**src/rtl/iqd_pkg.sv**
```systemverilog
package iqd_pkg;

    localparam int SMP_W   = 12;
    localparam int COEF_W  = 16;
    localparam int PROD_W  = SMP_W + 1 + COEF_W;
    localparam int SUM_W   = 48;
    localparam int OUT_W   = 29;
    localparam int CNT_W   = 21;
    localparam int SKIP_W  = 16;
    localparam int DVS_W   = CNT_W - 1;
    localparam int NUM_CH  = 3;
    localparam int NUM_SUM = 2 * NUM_CH;
    localparam int SEL_W   = $clog2(NUM_SUM);
    localparam int CFG_IDX_W = 1;
    localparam int CFG_W     = CNT_W;
    localparam int IN_DATA_W  = 40;
    localparam int OUT_DATA_W = 200;

    localparam logic [CFG_IDX_W-1:0] REG_SAMPLE_COUNT   = 1'd0;
    localparam logic [CFG_IDX_W-1:0] REG_IGNORE_SAMPLES = 1'd1;

    localparam logic OP_START  = 1'b0;
    localparam logic OP_SAMPLE = 1'b1;

    localparam logic [CNT_W-1:0]  SAMPLE_COUNT_RST = 21'd1024;
    localparam logic [SKIP_W-1:0] IGNORE_RST       = 16'd128;
    localparam logic [CNT_W-1:0]  TAKEN_MAX        = {CNT_W{1'b1}};

    localparam logic signed [SUM_W-1:0] SUM_MAX = {1'b0, {(SUM_W-1){1'b1}}};
    localparam logic signed [SUM_W-1:0] SUM_MIN = {1'b1, {(SUM_W-1){1'b0}}};
    localparam logic signed [OUT_W-1:0] OUT_MAX = {1'b0, {(OUT_W-1){1'b1}}};
    localparam logic signed [OUT_W-1:0] OUT_MIN = {1'b1, {(OUT_W-1){1'b0}}};

    localparam int    CORDIC_STEPS = 20;
    localparam longint CORDIC_X0   = 64'sd652032874;
    localparam longint ATAN_STEPS [CORDIC_STEPS] = '{
        536870912, 316933406, 167458907, 85004756, 42667331, 21354465,
        10679838, 5340245, 2670163, 1335087, 667544, 333772, 166886,
        83443, 41722, 20861, 10430, 5215, 2608, 1304
    };

    typedef logic signed [COEF_W-1:0] t_coef;
    typedef logic signed [SUM_W-1:0]  t_sum;
    typedef logic signed [OUT_W-1:0]  t_avg;

    typedef struct packed {
        logic clear;
        logic load;
        logic acc;
    } t_lane_ctl;

    typedef enum logic [2:0] {
        ST_IDLE,
        ST_MUL,
        ST_ACC,
        ST_DIV_START,
        ST_DIV_WAIT,
        ST_EMIT
    } t_state;

    // Rounds a Q2.30 value to Q1.15 and clamps it to the coefficient range.
    function automatic t_coef iqd_to_q15(input longint v);
        longint r;
        r = (v + 64'sd16384) >>> 15;
        if (r > 64'sd32767) begin
            r = 64'sd32767;
        end else if (r < -64'sd32768) begin
            r = -64'sd32768;
        end
        return t_coef'(r);
    endfunction

    // Cosine in the upper half, sine in the lower half, for an angle given
    // in units of 2^32 per turn. Used only to build the coefficient table.
    function automatic logic [2*COEF_W-1:0] iqd_rom_entry(input logic [31:0] ang);
        longint x;
        longint y;
        longint z;
        longint nx;
        t_coef  c;
        t_coef  s;
        t_coef  rc;
        t_coef  rs;
        x = CORDIC_X0;
        y = 0;
        z = longint'(ang[29:0]);
        for (int k = 0; k < CORDIC_STEPS; k++) begin
            if (z >= 0) begin
                nx = x - (y >>> k);
                y  = y + (x >>> k);
                z  = z - ATAN_STEPS[k];
            end else begin
                nx = x + (y >>> k);
                y  = y - (x >>> k);
                z  = z + ATAN_STEPS[k];
            end
            x = nx;
        end
        c = iqd_to_q15(x);
        s = iqd_to_q15(y);
        unique case (ang[31:30])
            2'd0: begin rc = c;  rs = s;  end
            2'd1: begin rc = -s; rs = c;  end
            2'd2: begin rc = -c; rs = -s; end
            2'd3: begin rc = s;  rs = -c; end
        endcase
        return {rc, rs};
    endfunction

endpackage

```
**src/rtl/iqd_lane.sv**
```systemverilog
module iqd_lane (
    input  logic                       i_clk,
    input  iqd_pkg::t_lane_ctl         i_ctl,
    input  logic [iqd_pkg::SMP_W-1:0]  i_sample,
    input  iqd_pkg::t_coef             i_cos,
    input  iqd_pkg::t_coef             i_sin,
    output iqd_pkg::t_sum              o_sum_i,
    output iqd_pkg::t_sum              o_sum_q
);
    import iqd_pkg::*;

    logic [SMP_W-1:0]         r_smp;
    logic signed [PROD_W-1:0] r_prod_i;
    logic signed [PROD_W-1:0] r_prod_q;
    t_sum                     r_sum_i;
    t_sum                     r_sum_q;
    t_sum                     n_sum_i;
    t_sum                     n_sum_q;

    function automatic t_sum sat_add(input t_sum a, input logic signed [PROD_W-1:0] p);
        logic signed [SUM_W:0] s;
        s = {a[SUM_W-1], a} + {{(SUM_W+1-PROD_W){p[PROD_W-1]}}, p};
        if (s[SUM_W] != s[SUM_W-1]) begin
            return s[SUM_W] ? SUM_MIN : SUM_MAX;
        end
        return s[SUM_W-1:0];
    endfunction

    always_comb begin
        n_sum_i = sat_add(r_sum_i, r_prod_i);
        n_sum_q = sat_add(r_sum_q, r_prod_q);
    end

    // The products run freely; the controller spaces load and accumulate
    // so that the product of the loaded sample is ready in between.
    always_ff @(posedge i_clk) begin
        if (i_ctl.load) begin
            r_smp <= i_sample;
        end
        r_prod_i <= $signed({1'b0, r_smp}) * i_cos;
        r_prod_q <= $signed({1'b0, r_smp}) * i_sin;
        if (i_ctl.clear) begin
            r_sum_i <= '0;
            r_sum_q <= '0;
        end else if (i_ctl.acc) begin
            r_sum_i <= n_sum_i;
            r_sum_q <= n_sum_q;
        end
    end

    assign o_sum_i = r_sum_i;
    assign o_sum_q = r_sum_q;

endmodule

```
**src/rtl/iqd_div.sv**
```systemverilog
module iqd_div (
    input  logic                      i_clk,
    input  logic                      i_rst_n,
    input  logic                      i_start,
    input  iqd_pkg::t_sum             i_dividend,
    input  logic [iqd_pkg::DVS_W-1:0] i_divisor,
    output logic                      o_done,
    output iqd_pkg::t_avg             o_quot
);
    import iqd_pkg::*;

    localparam int ITER_W = $clog2(SUM_W);
    localparam logic [ITER_W-1:0] ITER_LAST = ITER_W'(SUM_W - 1);
    localparam logic [SUM_W-1:0]  POS_LIM = SUM_W'(OUT_MAX);
    localparam logic [SUM_W-1:0]  NEG_LIM = POS_LIM + SUM_W'(1);

    logic              r_busy;
    logic              r_done;
    logic [ITER_W-1:0] r_cnt;
    logic [DVS_W-1:0]  r_rem;
    logic [SUM_W-1:0]  r_quo;
    logic [DVS_W-1:0]  r_dvs;
    logic              r_neg;
    logic [DVS_W:0]    w_rem_sh;
    logic [DVS_W:0]    w_diff;
    logic              w_bit;

    // Restoring division of the magnitude, one quotient bit per cycle.
    always_comb begin
        w_rem_sh = {r_rem, r_quo[SUM_W-1]};
        w_diff   = w_rem_sh - {1'b0, r_dvs};
        w_bit    = (w_rem_sh >= {1'b0, r_dvs});
    end

    always_ff @(posedge i_clk) begin
        if (!i_rst_n) begin
            r_busy <= 1'b0;
            r_done <= 1'b0;
            r_cnt  <= '0;
        end else begin
            r_done <= 1'b0;
            if (i_start) begin
                r_busy <= 1'b1;
                r_cnt  <= '0;
            end else if (r_busy) begin
                if (r_cnt == ITER_LAST) begin
                    r_busy <= 1'b0;
                    r_done <= 1'b1;
                end
                r_cnt <= r_cnt + ITER_W'(1);
            end
        end
    end

    always_ff @(posedge i_clk) begin
        if (i_start) begin
            r_rem <= '0;
            r_quo <= i_dividend[SUM_W-1] ? SUM_W'(-i_dividend) : i_dividend;
            r_neg <= i_dividend[SUM_W-1];
            r_dvs <= i_divisor;
        end else if (r_busy) begin
            r_rem <= w_bit ? w_diff[DVS_W-1:0] : w_rem_sh[DVS_W-1:0];
            r_quo <= {r_quo[SUM_W-2:0], w_bit};
        end
    end

    // Truncation toward zero falls out of dividing the magnitude.
    always_comb begin
        if (!r_neg) begin
            o_quot = (r_quo > POS_LIM) ? OUT_MAX : r_quo[OUT_W-1:0];
        end else begin
            o_quot = (r_quo > NEG_LIM) ? OUT_MIN : OUT_W'(-r_quo[OUT_W-1:0]);
        end
    end

    assign o_done = r_done;

endmodule

```
**src/rtl/three_channel_iq_demodulator_top.sv**
```systemverilog
// Three-channel I/Q demodulator at a single DFT bin.
// Input transactions on s_axis: tuser selects a start (0) or a sample triple
// (1); tdata carries the reference, port one and port two samples. A start
// clears the sums and the sample count and loads the settling counter from
// ignore_samples; sample triples then are dropped until that counter is used
// up, and the rest are mixed with the cosine and sine table and summed.
// A start or a dropped triple needs only the accept step; an accumulated triple
// passes through accept, multiply and accumulate in the three channel lanes.
// At a table boundary where the count reaches sample_count, the six sums are
// divided by count/2 in one shared serial divider, one quotient after another,
// and the results are held for the output register. No input is taken meanwhile.
// The result sits in an output register on m_axis; while the receiver
// stalls, the block keeps taking input and works on the next measurement,
// and only the final load of a new result waits for the register to empty.
// Configuration writes are taken at any time and are meant for idle periods.
// After reset the block is idle, sample_count is 1024, ignore_samples is
// 128, and sample triples are ignored until a start arrives.
module three_channel_iq_demodulator_top #(
    parameter int TABLE_LEN    = 8,
    parameter int TABLE_CYCLES = 1
) (
    input  logic                               i_clk,
    input  logic                               i_rst_n,
    input  logic                               i_cfg_we,
    input  logic [iqd_pkg::CFG_IDX_W-1:0]      i_cfg_index,
    input  logic [iqd_pkg::CFG_W-1:0]          i_cfg_data,
    input  logic                               s_axis_tvalid,
    output logic                               s_axis_tready,
    // ref_sample, port1_sample, port2_sample, zero padding
    input  logic [iqd_pkg::IN_DATA_W-1:0]      s_axis_tdata,
    // opcode
    input  logic                               s_axis_tuser,
    output logic                               m_axis_tvalid,
    input  logic                               m_axis_tready,
    // ref_i, ref_q, port1_i, port1_q, port2_i, port2_q, samples_used, zero padding
    output logic [iqd_pkg::OUT_DATA_W-1:0]     m_axis_tdata
);
    import iqd_pkg::*;

    localparam int PH_W = $clog2(TABLE_LEN);
    localparam logic [PH_W-1:0] PH_LAST = PH_W'(TABLE_LEN - 1);
    localparam logic [CNT_W:0]  STEP    = (CNT_W + 1)'(TABLE_LEN);
    localparam logic [SEL_W-1:0] SEL_LAST = SEL_W'(NUM_SUM - 1);

    t_coef w_rom_cos [TABLE_LEN];
    t_coef w_rom_sin [TABLE_LEN];

    for (genvar g = 0; g < TABLE_LEN; g++) begin : g_rom
        localparam longint unsigned P = (longint'(TABLE_CYCLES) * g) % TABLE_LEN;
        localparam logic [31:0] ANG = 32'((P << 32) / TABLE_LEN);
        localparam logic [2*COEF_W-1:0] CS = iqd_rom_entry(ANG);
        assign w_rom_cos[g] = CS[2*COEF_W-1:COEF_W];
        assign w_rom_sin[g] = CS[COEF_W-1:0];
    end

    t_state           r_state;
    t_state           n_state;
    logic [CNT_W-1:0] r_sample_count;
    logic [SKIP_W-1:0] r_ignore;
    logic             r_running;
    logic [SKIP_W-1:0] r_skip;
    logic [PH_W-1:0]  r_phase;
    logic [CNT_W-1:0] r_taken;
    t_coef            r_cos;
    t_coef            r_sin;
    logic [SEL_W-1:0] r_sel;
    logic [DVS_W-1:0] r_divisor;
    logic [CNT_W-1:0] r_used;
    t_avg             r_quot [NUM_SUM];
    logic             r_m_valid;
    logic [OUT_DATA_W-1:0] r_m_data;

    logic             w_accept;
    logic             w_start;
    logic             w_take;
    logic             w_last_phase;
    logic [CNT_W:0]   w_next_raw;
    logic [CNT_W-1:0] w_next;
    logic             w_finish;
    logic             w_div_start;
    logic             w_out_load;
    logic             w_out_free;
    t_lane_ctl        w_lane_ctl;
    t_sum             w_sums [NUM_SUM];
    logic             w_div_done;
    t_avg             w_div_quot;

    assign w_accept   = s_axis_tvalid && s_axis_tready;
    assign w_out_free = !r_m_valid || m_axis_tready;

    always_comb begin
        w_next_raw   = {1'b0, r_taken} + STEP;
        w_next       = w_next_raw[CNT_W] ? TAKEN_MAX : w_next_raw[CNT_W-1:0];
        w_last_phase = (r_phase == PH_LAST);
        w_finish     = w_last_phase &&
                       ((w_next >= r_sample_count) || (w_next == TAKEN_MAX));
    end

    // Control outputs of the sequencer.
    always_comb begin
        s_axis_tready    = 1'b0;
        w_start          = 1'b0;
        w_take           = 1'b0;
        w_div_start      = 1'b0;
        w_out_load       = 1'b0;
        w_lane_ctl       = '0;
        unique case (r_state)
            ST_IDLE: begin
                s_axis_tready = 1'b1;
                w_start = w_accept && (s_axis_tuser == OP_START);
                w_take  = w_accept && (s_axis_tuser == OP_SAMPLE) && r_running &&
                          (r_skip == '0);
                w_lane_ctl.clear = w_start;
                w_lane_ctl.load  = w_take;
            end
            ST_MUL: begin
            end
            ST_ACC: begin
                w_lane_ctl.acc = 1'b1;
            end
            ST_DIV_START: begin
                w_div_start = 1'b1;
            end
            ST_DIV_WAIT: begin
            end
            ST_EMIT: begin
                w_out_load = w_out_free;
            end
            default: begin
            end
        endcase
    end

    always_comb begin
        n_state = r_state;
        unique case (r_state)
            ST_IDLE:      if (w_take) n_state = ST_MUL;
            ST_MUL:       n_state = ST_ACC;
            ST_ACC:       n_state = w_finish ? ST_DIV_START : ST_IDLE;
            ST_DIV_START: n_state = ST_DIV_WAIT;
            ST_DIV_WAIT: begin
                if (w_div_done) begin
                    n_state = (r_sel == SEL_LAST) ? ST_EMIT : ST_DIV_START;
                end
            end
            ST_EMIT:      if (w_out_free) n_state = ST_IDLE;
            default:      n_state = ST_IDLE;
        endcase
    end

    always_ff @(posedge i_clk) begin
        if (!i_rst_n) begin
            r_state        <= ST_IDLE;
            r_sample_count <= SAMPLE_COUNT_RST;
            r_ignore       <= IGNORE_RST;
            r_running      <= 1'b0;
            r_skip         <= '0;
            r_phase        <= '0;
            r_taken        <= '0;
            r_sel          <= '0;
            r_m_valid      <= 1'b0;
        end else begin
            r_state <= n_state;
            if (i_cfg_we) begin
                unique case (i_cfg_index)
                    REG_SAMPLE_COUNT:   r_sample_count <= i_cfg_data;
                    REG_IGNORE_SAMPLES: r_ignore       <= i_cfg_data[SKIP_W-1:0];
                    default: begin
                    end
                endcase
            end
            if (w_start) begin
                r_running <= 1'b1;
                r_skip    <= r_ignore;
                r_phase   <= '0;
                r_taken   <= '0;
            end else if (r_state == ST_IDLE && w_accept && r_running &&
                         r_skip != '0) begin
                r_skip <= r_skip - SKIP_W'(1);
            end
            if (r_state == ST_ACC) begin
                if (w_last_phase) begin
                    r_phase <= '0;
                    r_taken <= w_next;
                    if (w_finish) begin
                        r_running <= 1'b0;
                    end
                end else begin
                    r_phase <= r_phase + PH_W'(1);
                end
            end
            if (r_state == ST_DIV_WAIT && w_div_done) begin
                r_sel <= (r_sel == SEL_LAST) ? '0 : r_sel + SEL_W'(1);
            end
            if (w_out_load) begin
                r_m_valid <= 1'b1;
            end else if (m_axis_tready) begin
                r_m_valid <= 1'b0;
            end
        end
    end

    always_ff @(posedge i_clk) begin
        if (w_take) begin
            r_cos <= w_rom_cos[r_phase];
            r_sin <= w_rom_sin[r_phase];
        end
        // The count is at least the table length here, so count/2 is never zero.
        if (r_state == ST_ACC && w_finish) begin
            r_divisor <= w_next[CNT_W-1:1];
            r_used    <= w_next;
        end
        if (r_state == ST_DIV_WAIT && w_div_done) begin
            r_quot[r_sel] <= w_div_quot;
        end
        if (w_out_load) begin
            r_m_data <= {5'd0, r_used, r_quot[5], r_quot[4], r_quot[3],
                         r_quot[2], r_quot[1], r_quot[0]};
        end
    end

    for (genvar ch = 0; ch < NUM_CH; ch++) begin : g_lane
        iqd_lane u_lane (
            .i_clk    (i_clk),
            .i_ctl    (w_lane_ctl),
            .i_sample (s_axis_tdata[ch*SMP_W +: SMP_W]),
            .i_cos    (r_cos),
            .i_sin    (r_sin),
            .o_sum_i  (w_sums[2*ch]),
            .o_sum_q  (w_sums[2*ch+1])
        );
    end

    iqd_div u_div (
        .i_clk      (i_clk),
        .i_rst_n    (i_rst_n),
        .i_start    (w_div_start),
        .i_dividend (w_sums[r_sel]),
        .i_divisor  (r_divisor),
        .o_done     (w_div_done),
        .o_quot     (w_div_quot)
    );

    assign m_axis_tvalid = r_m_valid;
    assign m_axis_tdata  = r_m_data;

endmodule

```
**config.mk**
```make
export PLATFORM = sky130hd
export DESIGN_NAME = three_channel_iq_demodulator_top
export DESIGN_NICKNAME = d
export VERILOG_FILES = /design/src/rtl/iqd_pkg.sv /design/src/rtl/iqd_lane.sv /design/src/rtl/iqd_div.sv /design/src/rtl/three_channel_iq_demodulator_top.sv
export SDC_FILE = /design/constraint.sdc
export NUM_CORES = 2
export LEC_CHECK = 0
export ABC_AREA = 1
export BUFFER_PORTS_ARGS = -buffer_cell sky130_fd_sc_hd__buf_2
export CORE_ASPECT_RATIO = 2
export CORE_MARGIN = 2
export CORE_UTILIZATION = 40
export CTS_CLUSTER_SIZE = 10
export DETAILED_ROUTE_END_ITERATION = 6
export GPL_TIMING_DRIVEN = 0
export PLACE_DENSITY = 0.56
export SKIP_CTS_REPAIR_TIMING = 1
export SLEW_MARGIN = 20
export SYNTH_ARGS = -nofsm -noshare
export SYNTH_HDL_FRONTEND = slang
export SYNTH_SLANG_ARGS = --single-unit
export TNS_END_PERCENT = 50
```
**constraint.sdc**
```tcl
create_clock -name i_clk -period 16.95 [get_ports i_clk]
set_input_delay 0.8475 -clock i_clk [delete_from_list [all_inputs] [get_ports i_clk]]
set_output_delay 0.8475 -clock i_clk [all_outputs]
set_load 0.05 [all_outputs]
```
## Yosys cells after proc, flatten, opt, wreduce, memory -nomap -nowiden

Memory sizes are Yosys's and may differ from the RTL's. A register that Yosys moved wholly into a read port is not among the register bits.
Index checks and enable logic that the tools add are counted.

- Flip-flop bits (word level): 916
- Memory bits (writable): 174
- ROM bits: 256
- Input port bits: 68
- Output and inout bits: 202
- Logic and storage cells: 181
- Memories: 3

- Add/subtract/negate cells: 14
- $mul: 6
- $lt $le $gt $ge: 5
- Equal/unequal tests: 18
- Multiplexer cells: 69
- Bitwise gates (word level): 6
- Reductions and logical operators: 26

Memory list:

| memory | depth | bits a word | rd ports | clocked after memory_dff | write ports | line | source |
|---|---|---|---|---|---|---|---|
| r_quot | 6 | 29 | 6 | 6 | 1 | three_channel_iq_demodulator_top.sv:69 | `t_avg r_quot [NUM_SUM];` |
| (name not given) | 8 | 16 | 1 | 1 | 0 | three_channel_iq_demodulator_top.sv:206 | `r_sin <= w_rom_sin[r_phase];` |
| (name not given) | 8 | 16 | 1 | 1 | 0 | three_channel_iq_demodulator_top.sv:205 | `r_cos <= w_rom_cos[r_phase];` |

Operators with widths:

| cell | count |
|---|---|
| 48-bit 2-to-1 mux | 23 |
| 48-bit by 29-bit adder with 49-bit output | 6 |
| 13-bit by 16-bit multiplier with 29-bit output | 6 |
| 48-bit binary-select mux with 3-bit select | 1 |
| 29-bit 2-to-1 mux | 3 |
| 21-bit 2-to-1 mux | 4 |
| 48-bit by 28-bit greater-than comparator with 1-bit output, second input constant | 1 |
| 48-bit by 29-bit greater-than comparator with 1-bit output, second input constant | 1 |
| 48-bit negation | 1 |
| 16-bit 2-to-1 mux | 2 |
| 29-bit negation | 1 |
| 1-bit 2-to-1 mux | 24 |
| 3-bit 2-to-1 mux | 8 |
| 21-bit by 4-bit adder with 22-bit output, second input constant | 1 |
| 21-bit == test, second input constant | 1 |
| 21-bit by 20-bit >= comparator with 1-bit output | 1 |
| 21-bit >= comparator | 1 |
| 20-bit 2-to-1 mux | 1 |
| 20-bit subtractor | 1 |
| 3-bit one-hot mux with 6 select lines | 1 |
| 16-bit zero test | 1 |
| 16-bit nonzero test | 1 |
| 16-bit by 1-bit subtractor with 16-bit output, second input constant | 1 |
| 3-bit == test, second input constant | 4 |
| 21 further kinds | 49 |

## Depth between registers and ports, before layout

- Word-level depth: 9
- Gate-level depth with buffers: 25
- Gate-level depth less buffers: 23

## Modules after synthesis

A second synthesis with hierarchy kept.

- Cells, all modules: 14,408
- Area total of the unflattened synthesis: 109,338.6 um^2

Modules (own cells, without submodules):

| module | instances | cells an instance | area each (um^2) | sequential area each (um^2) |
|---|---|---|---|---|
| iqd_lane at g_lane[2].u_lane | 1 | 3,933 | 27,616.5 | 3,443.3 |
| iqd_lane at g_lane[1].u_lane | 1 | 3,920 | 27,537.7 | 3,443.3 |
| iqd_lane at g_lane[0].u_lane | 1 | 3,838 | 27,286.2 | 3,443.3 |
| three_channel_iq_demodulator_top | 1 | 1,461 | 18,858.1 | 13,713.2 |
| iqd_div | 1 | 1,256 | 8,040.2 | 2,632.5 |

## Least setup slack after synthesis

No wires, ideal clock.

- Kind: input port to flip-flop
- Start point: input m_axis_tready
- End point: register r_m_data[0] (netlist: m_axis_tdata[0]), read port of r_quot (enable)
- Setup time: 752 ps
- Arrival time: 8,942 ps
- Required time: 16,198 ps
- Slack: 7,256 ps
- Stages on the path: 2
- Buffers on the path: 0
- Cells stage by stage: nor2_1 -> nor2_1

- Longest elaborated chain between the ends: 2

RTL lines:

| element | line | source |
|---|---|---|
| start: declaration | three_channel_iq_demodulator_top.sv:34 | `input logic m_axis_tready,` |
| 1-bit logical OR | three_channel_iq_demodulator_top.sv:89 | `assign w_out_free = !r_m_valid \|\| m_axis_tready;` |
| 1-bit 2-to-1 mux | three_channel_iq_demodulator_top.sv:107 | `unique case (r_state)` |
| via w_out_load | three_channel_iq_demodulator_top.sv:81 | `logic w_out_load;` |
| end: declaration | three_channel_iq_demodulator_top.sv:71 | `logic [OUT_DATA_W-1:0] r_m_data;` |

The timed path passes the listed nets, and every way through them passes these cells.
A chain may end at the register's enable or synchronous reset.

## Final worst setup path

- Start point: register r_cos[15]
- End point: register g_lane[1].u_lane.r_prod_i[28]

- Longest elaborated chain between the ends: 1

RTL lines:

| element | line | source |
|---|---|---|
| start: declaration | three_channel_iq_demodulator_top.sv:64 | `t_coef r_cos;` |
| 13-bit by 16-bit multiplier with 29-bit output | iqd_lane.sv:40 | `r_prod_i <= $signed({1'b0, r_smp}) * i_cos;` |
| end signal: assignment | iqd_lane.sv:40 |  |
| end: declaration | iqd_lane.sv:13 | `logic signed [PROD_W-1:0] r_prod_i;` |

Every way passes these cells.

==> impl_metrics.py <==
metrics = {
    "synth": {
        "synth-edff-count": 505,
        "synthesis.area_per_instance_sq_um": 8.000,
        "netlist_instances": 12180,
        "mappedNetlistArea_sq_um": 97430,
        "proportion_of_register_bits_with_asynchronous_set_or_reset_after_synthesis": 0,
        "post_synthesis_sequential_area_ratio": 0.2738,
        "netlist-cell-type-count": 53,
        "synth_ff_type": "sky130_fd_sc_hd__dfxtp_1",
        "synth-warning-count": 0,
        "yosys_register_bits": 1080,
    },
    "min_path": {
        "min-delay-start": "s_axis_tdata[21]",
        "min_path_type": "in2reg",
        "hold_end": "g_lane[1].u_lane.r_smp[9]",
        "min_path_cells": 1,
    },
    "sta": {
        "final_period_minus_worst_setup_slack_ps": 7591,
        "timing.final.crit_share": 0.4478,
        "final-setup-viol-count": 0,
        "final_max_slew_viol_count": 0,
        "clock.fmax_mhz": 131.7,
        "maxSlewHeadroom": 0.09131,
        "hold_viol": 0,
        "grt_setup_unrepaired": "no",
        "finalClockSkew_ps": 80.94,
        "max_slew.worst_pin.slew_ps": 1363,
        "fin_tns_setup_ps": 0,
        "worst_hold_slack_ps": 204.7,
    },
    "floorplanning": {
        "rows": 256,
        "initial_utilization": 0.4013,
        "design.core.area_sq_um": 242800,
        "dieArea_sq_um": 247800,
        "pin_count": 270,
        "floorplan.die.width_um": 353.0,
        "dieHeight_um": 702.0,
    },
    "drt": {
        "detail_route.iter0.violations": 5202,
        "wl_per_cell_um": 25.20,
        "detailedRoute.firstPassIterationCount": 7,
        "routed_via_density": 5.286,
        "route.detailed.drc": 12,
        "antenna_left": 0,
        "route.vias.total": 84170,
        "route.final.wire_length_um": 401200,
    },
    "power": {
        "p_sw_frac": 0.4515,
        "powerDensity_nw_per_um2": 112.1,
        "power.share.clock": 0.233,
        "ir_drop_mv": 0.1087,
        "power_mw": 12.04,
        "seqPwrFrac": 0.268,
        "p_int_mw": 6.605,
        "logic_gate_share_of_total_power": 0.500,
        "power.leakage_nw": 52.18,
        "switchingPower_mw": 5.438,
    },
    "setup_path": {
        "crit_path_cell_trace": "clkbuf_1 > clkbuf_2 > nand2_1 > fa_1 > fa_1 > inv_1 > fa_1 > fa_1 > inv_1 > fa_1 > inv_1 > ha_1 > nand2_1 > nor2_1 > nor3b_1 > nand4_1 > nand3_1 > nand3_1 > nand2_1 > a21oi_1 > xor2_1",
        "slowest_stage": "sky130_fd_sc_hd__clkbuf_1",
        "worst_r2r_startpoint": "r_cos[15]",
        "crit_type": "reg2reg",
        "worst_r2r_path_depth": 21,
        "critical_path_peak_fanout": 10,
        "rrSetupSlack_ps": 9360,
        "critPathArrivalTime_ps": 8240,
        "regToRegEndpoint": "g_lane[1].u_lane.r_prod_i[28]",
        "worst-endpoint-required_ps": 17600,
        "critical_path_capture_point_type": "flop",
        "cpMostUsedCell": "sky130_fd_sc_hd__fa_1",
        "start_kind": "flop",
        "critical-path-max-stage-delay_ps": 760,
    },
    "placed_design": {
        "place_congestion": 1.137,
        "place.port_buffers": 260,
        "dpl.hpwl_um": 342800,
    },
    "outcome": {
        "status": "finished, violations left",
        "violations": "design-rule violations",
    },
    "cells_and_area": {
        "post_route_cells_drive_above_1_share": 0.05024,
        "finish.net_count": 14350,
        "syn2layout_area_growth_pct": 10.30,
    },
    "global_route": {
        "number_of_antenna_violations_at_the_first_check_in_global_routing": 25,
        "grt_pass1_wl_um": 577700,
        "overflow": 0,
        "grt_start_max_net_pins": 38,
        "grtUsageTotal": 0.3215,
        "via_count_of_the_first_global_routing_pass": 88550,
    },
    "clocking": {
        "clk_pin_slew_worst_paths_ps": 70,
        "h-tree-depth": 4,
        "clock_sink_count": 1080,
        "root_buffer": "sky130_fd_sc_hd__clkbuf_16",
        "max-clock-path-buffers": 4,
        "tritoncts.num_buffers": 141,
        "clock_insertion_delay_worst_skew_ps": 860,
        "tritoncts": "yes",
    },
    "job": {
        "max_cap_viol_count": 0,
    },
}
-- registers in the layout, indices dropped and copies added, names as in the netlist, 20 cells and up --
signal and cells:
g_lane.u_lane.o_sum_i 144, g_lane.u_lane.o_sum_q 144, g_lane.u_lane.r_prod_i 87, g_lane.u_lane.r_prod_q 87, g_lane.u_lane.r_smp 36, m_axis_tdata 195
r_divisor 20, r_quot 174, r_sample_count 21, r_taken 21, u_div.r_dvs 20, u_div.r_quo 48
u_div.r_rem 20
-- worst max-delay path, delay by kind of cell (launching register included) --
kind / cells / cell delay (ps)
and+or+nand+nor: 8 / 1500
xor gates and xnor gates: 1 / 650
adders and majority gates: 6 / 2970
buffers and inverters: 5 / 1790
AOI/OAI and AO/OA: 1 / 140
DFF: 1 / 350
-- cells by family (layout without fill, tap and decap cells) --
family	count (synthesis)	after routing	share of synthesized area
buffers and inverters	2582	3078	0.1011
xor gates and xnor gates	477	477	0.04288
adders and majority gates	1672	1672	0.2871
and+or+nand+nor	4142	4142	0.1727
other	1	25	0.00003849
DFF	1080	1080	0.2738
AOI/OAI and AO/OA	2225	2225	0.1223
-- stage by stage --
stage	utilization	setup slack, ps	cells	area, sq um
5_1_grt	0.4424	8989	15910	107400
6_report	0.4426	9359	15920	107500
2_1_floorplan	-	7256	12180	97450
3_5_place_dp	0.4256	9174	15690	103300
3_3_place_gp	0.4233	3689	15670	102800
4_1_cts	0.4424	9124	15900	107400
-- power by group through the flow --
stage	combinational, mW	sequential (mW)	clock (mW)
final	6.02	3.22	2.80
after global routing	6.70	3.23	2.94
after CTS	6.01	3.21	2.86
after detailed placement	5.98	3.26	0
after global placement	5.95	3.27	0
after floorplan	4.15	3.10	0
-- cells in the final DEF (no fill, tap or decap), types with 11 or more instances in the layout --
| cell | n |
|---|---|
| sky130_fd_sc_hd__a21o_1 | 55 |
| sky130_fd_sc_hd__nor2_1 | 922 |
| sky130_fd_sc_hd__xor2_1 | 320 |
| sky130_fd_sc_hd__clkbuf_2 | 25 |
| sky130_fd_sc_hd__dfxtp_1 | 575 |
| sky130_fd_sc_hd__nand4_1 | 152 |
| sky130_fd_sc_hd__fa_1 | 940 |
| sky130_fd_sc_hd__edfxtp_1 | 505 |
| sky130_fd_sc_hd__nor4_1 | 24 |
| sky130_fd_sc_hd__nand3b_1 | 11 |
| sky130_fd_sc_hd__o21ai_1 | 27 |
| sky130_fd_sc_hd__a211oi_1 | 12 |
| sky130_fd_sc_hd__o221ai_1 | 11 |
| sky130_fd_sc_hd__diode_2 | 20 |
| sky130_fd_sc_hd__buf_4 | 20 |
| sky130_fd_sc_hd__or2_2 | 31 |
| sky130_fd_sc_hd__o21ai_0 | 822 |
| sky130_fd_sc_hd__nand3_1 | 404 |
| sky130_fd_sc_hd__ha_1 | 732 |
| sky130_fd_sc_hd__buf_2 | 327 |
| sky130_fd_sc_hd__inv_1 | 2270 |
| sky130_fd_sc_hd__xnor2_1 | 157 |
| sky130_fd_sc_hd__o21bai_1 | 47 |
| sky130_fd_sc_hd__inv_2 | 13 |
| sky130_fd_sc_hd__o21a_1 | 55 |
| sky130_fd_sc_hd__a21boi_0 | 14 |
| sky130_fd_sc_hd__a21oi_1 | 1053 |
| sky130_fd_sc_hd__clkbuf_1 | 220 |
| sky130_fd_sc_hd__nand2_1 | 2469 |
| sky130_fd_sc_hd__a31oi_1 | 38 |
| sky130_fd_sc_hd__a22oi_1 | 20 |
| sky130_fd_sc_hd__clkbuf_16 | 146 |
| sky130_fd_sc_hd__o211ai_1 | 47 |
| sky130_fd_sc_hd__nor3_1 | 92 |
-- Yosys cell counts, drive strengths merged, types with 2 or more instances --
master     n  area [sq um]
o211ai    47         352.8
clkbuf   204         765.7
xor2     320          2803
o21bai    47         352.8
dfxtp    575         11510
edfxtp   505         15160
o221ai    11         96.34
nor3b      2         15.01
or2       31         193.9
nand3b    11         82.58
nand3    404          2022
a21o      55         412.9
nor3      95         485.5
a31oi     38         237.7
a21boi    16         120.1
o21a      55         412.9
o21ai    849          4249
nand2   2476          9316
fa       940         18820
o31ai      4         30.03
nand4    152         950.9
and2       8         50.05
ha       732          9159
xnor2    157          1375
and3       2         12.51
nor4      24         150.1
a21oi   1057          5301
inv     2283          8569
o22ai      4         25.02
clkinv     4         15.01
nor2     936          3536
a211oi    12         90.09
a221oi     4         35.03
buf       91         504.2
a22oi     20         150.1
a22o       3         26.28
-- per-layer routing --
| layer | routed length [um] | global-route usage | part of all wire |
|---|---|---|---|
| met5 | 67 | 0 | 0.00017 |
| met4 | 51820 | 0.3384 | 0.13 |
| met3 | 16270 | 0.04421 | 0.041 |
| met2 | 209400 | 0.5995 | 0.52 |
| met1 | 123700 | 0.2844 | 0.31 |
-- worst max-delay path by stage --
stage	cells past startpoint	start	slack (ps)	end
after detailed placement	21	r_cos[13]	9170	g_lane[1].u_lane.r_prod_i[28]
final	21	r_cos[15]	9360	g_lane[1].u_lane.r_prod_i[28]
after floorplan	2	m_axis_tready	7260	m_axis_tdata[0]
after global routing	20	r_cos[13]	8990	g_lane[2].u_lane.r_prod_i[20]
after global placement	3	m_axis_tready	3690	m_axis_tdata[129]
after CTS	21	r_cos[13]	9120	g_lane[1].u_lane.r_prod_i[28]
-- final cells by class --
type,count,area [sq um]
Antenna cell,20,50.05
Timing Repair Buffer,285,1758
Clock buffer,193,3890
Buffer,295,1301
Inverter,2287,8584
Multi-Input combinational cell,8521,60990
Sequential cell,1080,26680
Fill cell,24900,135300
Tap cell,3225,4035
Clock inverter,18,187.7
(Power assumes the default switching activity.)
